<file path="src/hw/rtl/rarx_pkg.sv">
// ----------------------------------------------------------------------------
// rarx_pkg
// shared types and constants of the radio api frame receiver
// ----------------------------------------------------------------------------
package rarx_pkg;

    localparam int unsigned BYTE_W       = 8;
    localparam int unsigned WORD_W       = 16;
    localparam logic [WORD_W-1:0] HEADER_BYTES = 16'd5;
    localparam logic [BYTE_W-1:0] DELIM_RESET  = 8'd126;

    // result kinds
    localparam logic KIND_PAYLOAD   = 1'b0;
    localparam logic KIND_FRAME_END = 1'b1;

    typedef enum logic [2:0] {
        PH_IDLE,
        PH_LENGTH,
        PH_API,
        PH_SOURCE,
        PH_RSSI,
        PH_OPTIONS,
        PH_PAYLOAD,
        PH_CHECKSUM
    } rarx_phase_t;

    typedef struct packed {
        logic              result_kind;
        logic [BYTE_W-1:0] data_byte;
        logic [WORD_W-1:0] payload_index;
        logic [BYTE_W-1:0] api_id;
        logic [WORD_W-1:0] source_addr;
        logic [BYTE_W-1:0] signal_strength;
        logic [WORD_W-1:0] payload_count;
    } rarx_result_t;

endpackage

</file>
<file path="src/hw/rtl/rarx_parser.sv">
// ----------------------------------------------------------------------------
// rarx_parser
// frame state machine: header capture and per-byte result generation
// ----------------------------------------------------------------------------
module rarx_parser
    import rarx_pkg::*;
(
    input  logic              clk,
    input  logic              rst_n,
    input  logic              cfg_write,
    input  logic [BYTE_W-1:0] cfg_data,
    input  logic              byte_fire,
    input  logic [BYTE_W-1:0] byte_in,
    output logic              res_valid,
    output rarx_result_t      res
);

    rarx_phase_t       phase_reg, phase_next;
    logic [BYTE_W-1:0] delim_reg;
    logic [WORD_W-1:0] count_reg, count_next;
    logic [WORD_W-1:0] length_reg, length_next;
    logic [WORD_W-1:0] expect_reg, expect_next;
    logic [BYTE_W-1:0] api_reg, api_next;
    logic [WORD_W-1:0] source_reg, source_next;
    logic [BYTE_W-1:0] rssi_reg, rssi_next;
    logic [WORD_W:0]   count_inc;

    assign count_inc = {1'b0, count_reg} + {{WORD_W{1'b0}}, 1'b1};

    always_ff @(posedge clk or negedge rst_n)
    begin
        if (!rst_n)
        begin
            delim_reg <= DELIM_RESET;
        end
        else if (cfg_write)
        begin
            delim_reg <= cfg_data;
        end
    end

    always_ff @(posedge clk or negedge rst_n)
    begin
        if (!rst_n)
        begin
            phase_reg  <= PH_IDLE;
            count_reg  <= '0;
            length_reg <= '0;
            expect_reg <= '0;
            api_reg    <= '0;
            source_reg <= '0;
            rssi_reg   <= '0;
        end
        else if (byte_fire)
        begin
            phase_reg  <= phase_next;
            count_reg  <= count_next;
            length_reg <= length_next;
            expect_reg <= expect_next;
            api_reg    <= api_next;
            source_reg <= source_next;
            rssi_reg   <= rssi_next;
        end
    end

    always_comb
    begin
        phase_next  = phase_reg;
        count_next  = count_reg;
        length_next = length_reg;
        expect_next = expect_reg;
        api_next    = api_reg;
        source_next = source_reg;
        rssi_next   = rssi_reg;
        res_valid   = 1'b0;

        res.result_kind     = KIND_PAYLOAD;
        res.data_byte       = byte_in;
        res.payload_index   = count_reg;
        res.api_id          = api_reg;
        res.source_addr     = source_reg;
        res.signal_strength = rssi_reg;
        res.payload_count   = expect_reg;

        unique case (phase_reg)
            PH_IDLE:
            begin
                if (byte_in == delim_reg)
                begin
                    phase_next  = PH_LENGTH;
                    count_next  = '0;
                    length_next = '0;
                end
            end
            PH_LENGTH:
            begin
                length_next = {length_reg[WORD_W-BYTE_W-1:0], byte_in};
                count_next  = count_inc[WORD_W-1:0];
                if (count_reg != '0)
                begin
                    count_next = '0;
                    phase_next = PH_API;
                end
            end
            PH_API:
            begin
                api_next    = byte_in;
                source_next = '0;
                count_next  = '0;
                phase_next  = PH_SOURCE;
            end
            PH_SOURCE:
            begin
                source_next = {source_reg[WORD_W-BYTE_W-1:0], byte_in};
                count_next  = count_inc[WORD_W-1:0];
                if (count_reg != '0)
                begin
                    count_next = '0;
                    phase_next = PH_RSSI;
                end
            end
            PH_RSSI:
            begin
                rssi_next  = byte_in;
                phase_next = PH_OPTIONS;
            end
            PH_OPTIONS:
            begin
                // payload length clamps at zero for short frames
                expect_next = (length_reg > HEADER_BYTES) ? (length_reg - HEADER_BYTES) : '0;
                count_next  = '0;
                phase_next  = (length_reg > HEADER_BYTES) ? PH_PAYLOAD : PH_CHECKSUM;
            end
            PH_PAYLOAD:
            begin
                res_valid  = 1'b1;
                count_next = count_inc[WORD_W-1:0];
                if (count_inc >= {1'b0, expect_reg})
                begin
                    count_next = '0;
                    phase_next = PH_CHECKSUM;
                end
            end
            PH_CHECKSUM:
            begin
                res_valid         = 1'b1;
                res.result_kind   = KIND_FRAME_END;
                res.payload_index = '0;
                count_next        = '0;
                phase_next        = PH_IDLE;
            end
            default:
            begin
                phase_next = PH_IDLE;
            end
        endcase
    end

    a_checksum_returns_idle: assert property (@(posedge clk) disable iff (!rst_n)
        byte_fire && phase_reg == PH_CHECKSUM |=> phase_reg == PH_IDLE)
        else $error("parser did not return to idle after checksum");

    a_index_in_range: assert property (@(posedge clk) disable iff (!rst_n)
        res_valid && res.result_kind == KIND_PAYLOAD |-> res.payload_index < res.payload_count)
        else $error("payload index beyond payload count");

    a_payload_nonempty: assert property (@(posedge clk) disable iff (!rst_n)
        phase_reg == PH_PAYLOAD |-> expect_reg != '0)
        else $error("payload phase with empty payload");

endmodule

</file>
<file path="src/hw/rtl/rarx_out_stage.sv">
// ----------------------------------------------------------------------------
// rarx_out_stage
// result register with skid entry so the input side is stalled from a flop
// ----------------------------------------------------------------------------
module rarx_out_stage
    import rarx_pkg::*;
(
    input  logic         clk,
    input  logic         rst_n,
    input  logic         push,
    input  rarx_result_t push_data,
    output logic         full,
    output logic         out_valid,
    input  logic         out_stall,
    output rarx_result_t out_data
);

    logic         main_valid_reg, main_valid_next;
    logic         skid_valid_reg, skid_valid_next;
    rarx_result_t main_reg, main_next;
    rarx_result_t skid_reg, skid_next;
    logic         pop;

    assign pop       = main_valid_reg && !out_stall;
    assign full      = skid_valid_reg;
    assign out_valid = main_valid_reg;
    assign out_data  = main_reg;

    always_comb
    begin
        main_valid_next = main_valid_reg;
        skid_valid_next = skid_valid_reg;
        main_next       = main_reg;
        skid_next       = skid_reg;
        if (skid_valid_reg)
        begin
            if (pop)
            begin
                main_next       = skid_reg;
                skid_valid_next = 1'b0;
            end
        end
        else if (push)
        begin
            if (!main_valid_reg || pop)
            begin
                main_next       = push_data;
                main_valid_next = 1'b1;
            end
            else
            begin
                skid_next       = push_data;
                skid_valid_next = 1'b1;
            end
        end
        else if (pop)
        begin
            main_valid_next = 1'b0;
        end
    end

    always_ff @(posedge clk or negedge rst_n)
    begin
        if (!rst_n)
        begin
            main_valid_reg <= 1'b0;
            skid_valid_reg <= 1'b0;
        end
        else
        begin
            main_valid_reg <= main_valid_next;
            skid_valid_reg <= skid_valid_next;
        end
    end

    always_ff @(posedge clk)
    begin
        main_reg <= main_next;
        skid_reg <= skid_next;
    end

    a_skid_behind_main: assert property (@(posedge clk) disable iff (!rst_n)
        skid_valid_reg |-> main_valid_reg)
        else $error("skid entry held without a main entry");

    a_no_push_when_full: assert property (@(posedge clk) disable iff (!rst_n)
        skid_valid_reg |-> !push)
        else $error("result pushed into a full output stage");

    a_skid_drains: assert property (@(posedge clk) disable iff (!rst_n)
        skid_valid_reg && pop |=> main_valid_reg && !skid_valid_reg)
        else $error("skid entry not moved into main register");

endmodule

</file>
<file path="src/hw/rtl/radio_api_frame_receiver.sv">
// ----------------------------------------------------------------------------
// radio_api_frame_receiver
// byte-wise parser for rx16-style api frames from a serial radio link
// ----------------------------------------------------------------------------
//
//  channel   direction  handshake              transfer content
//  -------   ---------  ---------------------  ------------------------------
//  in        sink       in_valid / in_stall    raw_byte
//  out       source     out_valid / out_stall  result_kind .. payload_count
//  cfg       sink       cfg_valid / cfg_ready  start_delimiter
//
//  one byte per cycle while in_stall is low; the frame state updates in the
//  cycle a byte transfers and its result is registered in the output stage on the following edge
//  in_stall comes straight from the skid flop, so it rises only after two
//  results are parked behind a stalled output
//  reset (rst_n low, async) returns to idle hunting for delimiter 126
//  cfg_ready is always high; the user must rewrite the delimiter only between frames, the block does not enforce it
//
module radio_api_frame_receiver
    import rarx_pkg::*;
(
    input  logic                clk,
    input  logic                rst_n,

    // configuration
    input  logic                cfg_valid,
    output logic                cfg_ready,
    input  logic [BYTE_W-1:0]   start_delimiter,

    // byte input
    input  logic                in_valid,
    output logic                in_stall,
    input  logic [BYTE_W-1:0]   raw_byte,

    // result output
    output logic                out_valid,
    input  logic                out_stall,
    output logic                result_kind,
    output logic [BYTE_W-1:0]   data_byte,
    output logic [WORD_W-1:0]   payload_index,
    output logic [BYTE_W-1:0]   api_id,
    output logic [WORD_W-1:0]   source_addr,
    output logic [BYTE_W-1:0]   signal_strength,
    output logic [WORD_W-1:0]   payload_count
);

    logic         byte_fire;
    logic         res_valid;
    logic         stage_full;
    rarx_result_t res;
    rarx_result_t out_data;

    // register write always accepted
    assign cfg_ready = 1'b1;

    // a byte transfers whenever the skid entry is free
    assign in_stall  = stage_full;
    assign byte_fire = in_valid && !stage_full;

    rarx_parser u_parser (
        .clk       (clk),
        .rst_n     (rst_n),
        .cfg_write (cfg_valid && cfg_ready),
        .cfg_data  (start_delimiter),
        .byte_fire (byte_fire),
        .byte_in   (raw_byte),
        .res_valid (res_valid),
        .res       (res)
    );

    // only payload and checksum bytes produce a result
    rarx_out_stage u_out_stage (
        .clk       (clk),
        .rst_n     (rst_n),
        .push      (byte_fire && res_valid),
        .push_data (res),
        .full      (stage_full),
        .out_valid (out_valid),
        .out_stall (out_stall),
        .out_data  (out_data)
    );

    // unpack result fields onto separate ports
    assign result_kind     = out_data.result_kind;
    assign data_byte       = out_data.data_byte;
    assign payload_index   = out_data.payload_index;
    assign api_id          = out_data.api_id;
    assign source_addr     = out_data.source_addr;
    assign signal_strength = out_data.signal_strength;
    assign payload_count   = out_data.payload_count;

endmodule
</file>
<file path="config.mk">
export PLATFORM = sky130hd
export DESIGN_NAME = radio_api_frame_receiver
export DESIGN_NICKNAME = d
export VERILOG_FILES = /design/src/hw/rtl/rarx_pkg.sv /design/src/hw/rtl/rarx_parser.sv /design/src/hw/rtl/rarx_out_stage.sv /design/src/hw/rtl/radio_api_frame_receiver.sv
export SDC_FILE = /design/constraint.sdc
export NUM_CORES = 1
export LEC_CHECK = 0
export BUFFER_PORTS_ARGS = -buffer_cell sky130_fd_sc_hd__buf_2
export CORE_AREA = 4 4 126 219
export DETAILED_ROUTE_END_ITERATION = 10
export DIE_AREA = 0 0 130 223
export GPL_TIMING_DRIVEN = 1
export HOLD_SLACK_MARGIN = 0.06
export SLEW_MARGIN = 10
export SYNTH_ARGS = -nofsm -noshare
export SYNTH_HDL_FRONTEND = slang
export SYNTH_SLANG_ARGS = --single-unit
</file>
<file path="constraint.sdc">
create_clock -name clk -period 12 [get_ports clk]
set_input_delay 1.2 -clock clk [delete_from_list [all_inputs] [get_ports clk]]
set_output_delay 1.2 -clock clk [all_outputs]
set_load 0.05 [all_outputs]
</file>
# == After elaboration in Yosys (flattened, before gate mapping) ==
# Index checks and enable logic that the tools add are counted.
# W data, S select, Z words.
# word_totals
word_cells,99
out_inout_bits,76
ff_bits,239
input_bits,21
# classes
addsub,2
n_lt_le_gt_ge,2
reduce_logical,28
bitwise_logic,2
n_eq_ne,14
muxes,27
# ops
operator,count
$mux W73,4
$mux W16,5
$pmux W16 S2,2
$pmux W16 S4,1
$pmux W3 S8,1
$add A16 B1 Y17 const B,1
$ge A17 B16 Y1,1
$gt A16 B3 Y1 const B,1
$reduce_bool A16 Y1,1
$sub A16 B3 Y16 const B,1
$reduce_and A3 Y1,5
$eq A3 B3 Y1 const B,4
$mux W3,4
$mux W1,10
$reduce_bool A2 Y1,5
$eq A8 B8 Y1,1
$ne A2 B1 Y1 const B,4
$reduce_and A2 Y1,4
$eq A3 B2 Y1 const B,2
$reduce_and A5 Y1,1
$ne A2 B2 Y1 const B,2
$reduce_bool A4 Y1,1
$reduce_or A2 Y1,2
$eq A3 B1 Y1 const B,1
6 further kinds,11

# == Logic depth before layout (Yosys ltp) ==
# logic_depth
word_depth,6
depth_mapped,14
ltp_nobuf,12

# == Hierarchy ==
# A second synthesis with hierarchy kept.
# unflattened
hier_cells,731
hier_area_um2,10447.5
# modules_own_cells
mod,n_inst,seq_area_each_um2,cells_per_inst,area_per_inst_um2
rarx_out_stage,1,4434.3,240,5481.5
rarx_parser,1,2284.7,487,4939.7
radio_api_frame_receiver,1,0.0,4,26.3

# == Worst setup path before layout ==
# OpenSTA, ideal clock, no wires.
# synth_timing
path_type,input-to-reg
start,input port in_valid
end,"register u_out_stage.main_reg (netlist bit u_out_stage.out_data[0]), enable pin"
arrival_ns,5.256
setup_slack_ns,6.216
cell_stages,5
path_buffers,1
required_time_ns,11.472
setup_time_ns,0.528
path_cell_list,nor2b_1 > clkbuf_2 > o211a_1 > a21oi_1 > a21oi_1
# synth_via
elab_chain_cells,4
# synth_rtl
item,line_no,text
from (decl),radio_api_frame_receiver.sv:31,"input logic in_valid,"
$logic_and A1 B1 Y1,radio_api_frame_receiver.sv:58,assign byte_fire = in_valid && !stage_full;
$logic_and A1 B1 Y1,radio_api_frame_receiver.sv:75,".push (byte_fire && res_valid),"
$reduce_bool A2 Y1 (no source line),n/a,
$reduce_and A3 Y1 (no source line),n/a,
to (signal assigned),rarx_out_stage.sv:78,main_reg <= main_next;
to (decl),rarx_out_stage.sv:20,"rarx_result_t main_reg, main_next;"
# Every way passes these cells.
# A chain may end at the register's enable or synchronous reset.

# == Final worst setup path ==
# layout_timing
start,register u_parser.count_reg[0]
end,register u_parser.count_reg[2]
# layout_via
elab_chain_cells,4
elab_cells_between_ends,6
classes_between,add/sub: 1; order compare: 1; mux: 3; reduce/logical: 1
# layout_rtl
item,line_no,text
from (decl),rarx_parser.sv:20,"logic [WORD_W-1:0] count_reg, count_next;"
from (signal assigned),rarx_parser.sv:57,count_reg <= count_next;
$add A16 B1 Y17,rarx_parser.sv:28,"assign count_inc = {1'b0, count_reg} + {{WORD_W{1'b0}}, 1'b1};"
$ge A17 B16 Y1,rarx_parser.sv:138,"if (count_inc >= {1'b0, expect_reg})"
$mux W16,rarx_parser.sv:138,
$pmux W16 S4 (*),rarx_parser.sv:85,unique case (phase_reg)
# Mark *: on every way between the ends. The rest lies on a longest branch, timed or not.

==> metrics.md <==
| Metric | Value |
|---|---|
| Run status | `complete, no violations` |
| Nets in the synthesized netlist | `743` |
| Largest net degree at the start of global routing | `75` |
| Total setup violations reported at the end of the flow | `0` |
| Min cycle time layout | `3.713 ns` |
| Total routing resource utilization after global routing | `15.36%` |
| Width of the die | `130 µm` |
| Synthesis-to-layout area growth | `14.81%` |
| Cell family with the largest share of critical-path delay | `simple AND/OR/NAND/NOR gates` |
| Number of enable-type register cells in the synthesized netlist | `146` |
| M3 GR Usage | `2.084%` |
| Count of inserted antenna diode cells | `0` |
| Max IR drop VDD | `124.1 µV` |
| Clock-pin slew of the registers on the worst-case setup and hold paths | `0.07 ns` |
| Static leakage | `0.004745 µW` |
| Pins over their slew limit | `0` |
| Min-delay worst type | `reg -> reg` |
| Share of the synthesized netlist area taken by xor and xnor gates | `2.918%` |
| Mean area per synthesized cell | `14.62 µm²` |
| Worst setup margin | `8.287 ns` |
| Worst slack, placed | `8.148 ns` |
| Number of max-capacitance violations reported | `0` |
| Antenna violations before repair | `0` |
| Arrival time of the worst setup path | `4.11 ns` |
| Critical Path, Cell by Cell | `ha_1 > nand4_1 > nor3_1 > nand3_1 > xnor2_1 > ha_1 > nand4_1 > nor3_1 > a32oi_1 > a211oi_2 > nor2_4 > a221o_1` |
| Relative slew slack | `21.49%` |
| Number of iterations in the first detailed-routing pass | `4` |
| Layout net count | `836` |
| Final Routed Wirelength | `21,810 µm` |
| Largest buffer count on any clock path | `3` |
| Most crowded layer after global routing | `met2` |
| CTS tree | `yes` |
| Simple-gate portion of the synthesized area | `7.738%` |
| Ys Warns | `0` |
| Total Die Area | `0.02899 mm²` |
| Core footprint | `0.02576 mm²` |
| Post-synth cell types | `62` |
| Global route total overflow | `0` |
| Standard-cell rows | `78` |
| CP Max Fanout | `13` |
| Effective utilization at floorplan | `39.60%` |
| Fraction of the mapped netlist area in compound gates | `8.890%` |
| Final ANT Viol Nets | `0` |
| Sink count of the clock tree | `239` |
| Mean number of vias per cell | `5.220` |
| Number of gates given a new drive strength after cts | `0` |
| Layout cells sized above 1 | `31.23%` |
| Share of synthesized area occupied by flip-flops and latches | `65.85%` |
| Met1 Track Usage GR | `18.58%` |
| Final Hold Violating Endpoints | `0` |
| Most used DFF post-synth | `sky130_fd_sc_hd__edfxtp_1` |
| Die outline height | `223 µm` |
| Peak Freq | `0.2694 GHz` |
| Startpoint kind of the worst setup timing path | `flop` |
| Number of violations reported at the end of detailed-routing iteration 0 | `329` |
| Routing usage on met2 | `27.12%` |
| Critical path endpoint category | `flop` |
| Post-synthesis mux area share | `9.037%` |
| Skew-Pair Late Insertion Delay | `0.51 ns` |
| Vias in the first global route | `5,961` |
| Count of buffers inserted at the top-level ports | `95` |
| Worst Path Class, Setup | `reg -> reg` |
| Overall via count from detail_route | `5,883` |
| Post-detailed-route wirelength per cell | `19.35 µm` |
| Library cell used as clock root buffer | `sky130_fd_sc_hd__clkbuf_16` |
| Setup Fix Bufs, Post-CTS | `0` |
| CTS HTree Levels | `1` |
| Number of remaining DRC errors | `0` |
| Number of ports placed on the die boundary | `97` |
| Final sum of negative setup slack | `0 ns` |
| Number of buffer and inverter stages on the critical path | `0` |
| # fillers | `2,375` |
| Delay of the slowest cell on the worst path | `0.60 ns` |
| Seq cells post-synth | `239` |
| Final critical-path share of the clock period | `30.94%` |
| Routability congestion estimate from global placement | `0.8553` |
| # hold bufs at CTS | `0` |
| Instance count of the mapped netlist | `698` |
| First-pass GRT wire length | `34,160 µm` |
| Detail Placement HPWL | `15,080 µm` |
| Fraction of synthesis flops using an asynchronous set or reset pin | `38.91%` |
| Pwr/cell area | `249.7 mW/mm²` |
| Area share of fa/ha/maj cells after synthesis | `2.943%` |
| Critical path data required time | `12.39 ns` |
| Final setup skew | `0.01516 ns` |
| Largest family of logic cells by synthesized area | `multiplexers` |
| Crit path max-delay cell type | `sky130_fd_sc_hd__a211oi_2` |
| Cell area after technology mapping | `0.01020 mm²` |
| Unrepaired setup endpoints after global routing | `false` |
| Clock buffer count from CTS | `23` |
| Measured slew at the worst slew-check pin | `1.173 ns` |
layout by cell type, fill, tap and decap left out, drive strengths merged, types with 2 or more instances in the layout:
| cell | Yosys | routed |
|---|---|---|
| edfxtp | 146 | 146 |
| buf | 12 | 100 |
| dfrtp | 87 | 87 |
| mux2 | 81 | 81 |
| a22o | 50 | 50 |
| nand2 | 43 | 43 |
| clkbuf | 20 | 28 |
| inv | 26 | 27 |
| ha | 24 | 24 |
| o21ai | 23 | 23 |
| xnor2 | 22 | 22 |
| nor2 | 21 | 21 |
| and2 | 14 | 14 |
| o31ai | 14 | 14 |
| xor2 | 12 | 12 |
| a21oi | 12 | 12 |
| nor3 | 12 | 12 |
| nand4 | 10 | 10 |
| clkinv | 0 | 10 |
| nand3 | 8 | 8 |
| dfstp | 6 | 6 |
| a211oi | 6 | 6 |
| nor4 | 6 | 6 |
| nor2b | 5 | 5 |
| nand2b | 5 | 5 |
| nor3b | 3 | 3 |
| a21o | 3 | 3 |
| or4 | 3 | 3 |
| or2 | 2 | 2 |
| and4 | 2 | 2 |
| or3 | 2 | 2 |
| nand3b | 2 | 2 |
| and3 | 2 | 2 |
| nor4b | 2 | 2 |
cell families after synthesis:
kind of cell             count (synthesis)
AO/OA/AOI/OAI                          118
XOR/XNOR                                34
adder cells (fa/ha/maj)                 24
buffers and inverters                   58
flip-flops                             239
multiplexers                            82
other                                    1
AND/OR/NAND/NOR                        142
through the flow:
step           total power (µW)  hold WS [ns]  util (%)  std cells  cell area, µm²
3_3_place_gp               2233        0.4500     42.57       1086           10970
2_1_floorplan              2007        0.4372         -        698           10200
5_1_grt                    3101        0.4878     45.47       1127           11720
4_1_cts                    2967        0.4697     45.47       1127           11720
3_5_place_dp               2245        0.4541     42.57       1086           10970
6_report                   2925        0.4678     45.47       1127           11720
layout make-up:
type | instances | area (µm²) | area share (%)
clock inverters | 13 | 100.1 | 0.8544
multi-input cells | 401 | 3233 | 27.60
inverters | 26 | 97.59 | 0.8331
well taps | 320 | 400.4 | 3.418
clock buffers | 28 | 645.6 | 5.511
flip-flops and latches | 239 | 6723 | 57.39
repair buffers | 100 | 515.5 | 4.400
path summary, 6_finish.rpt:
check	to	slack [ns]	from	cells past startpoint
max	u_parser.count_reg[2]	8.29	u_parser.count_reg[0]	12
min	u_out_stage.skid_reg[23]	0.47	u_parser.rssi_reg[7]	0
max in group asynchronous	u_out_stage.full	10.04	rst_n	2
min in group asynchronous	u_parser.length_reg[12]	0.60	rst_n	1
min reg2reg	u_out_stage.skid_reg[23]	0.47	u_parser.rssi_reg[7]	0
max reg2reg	u_parser.count_reg[2]	8.29	u_parser.count_reg[0]	12
synth_stat cells, drive strengths merged, types with 3 or more instances:
| cell | number | area, µm² |
|---|---|---|
| nor3b | 3 | 37.54 |
| nand3 | 8 | 40.04 |
| nand2 | 43 | 163.9 |
| nor4 | 6 | 50.04 |
| dfstp | 6 | 157.7 |
| or4 | 3 | 26.27 |
| dfrtp | 87 | 2177 |
| nor2b | 5 | 31.28 |
| nand2b | 5 | 31.28 |
| nor2 | 21 | 88.84 |
| xnor2 | 22 | 192.7 |
| xor2 | 12 | 105.1 |
| o31ai | 14 | 105.1 |
| inv | 26 | 97.59 |
| clkbuf | 20 | 78.82 |
| edfxtp | 146 | 4384 |
| buf | 12 | 87.58 |
| and2 | 14 | 87.58 |
| a22o | 50 | 446.7 |
| o21ai | 23 | 118.9 |
| ha | 24 | 300.3 |
| nor3 | 12 | 76.33 |
| nand4 | 10 | 62.56 |
| a21o | 3 | 22.52 |
| a21oi | 12 | 60.06 |
| a211oi | 6 | 50.05 |
| mux2 | 81 | 912.1 |
power breakdown:
part	switching [µW]	internal, µW	leakage, µW
logic	589	346	0.00182
registers	151	1130	0.00256
clock network	308	406	0.000370
layer usage:
metal  vias to the layer above  routed length, µm
li1                       2808                  -
met1                      2889               8337
met2                       146              11650
met3                        40                991
met4                         0                829
met5                         -                  0
(Power assumes the default switching activity.)
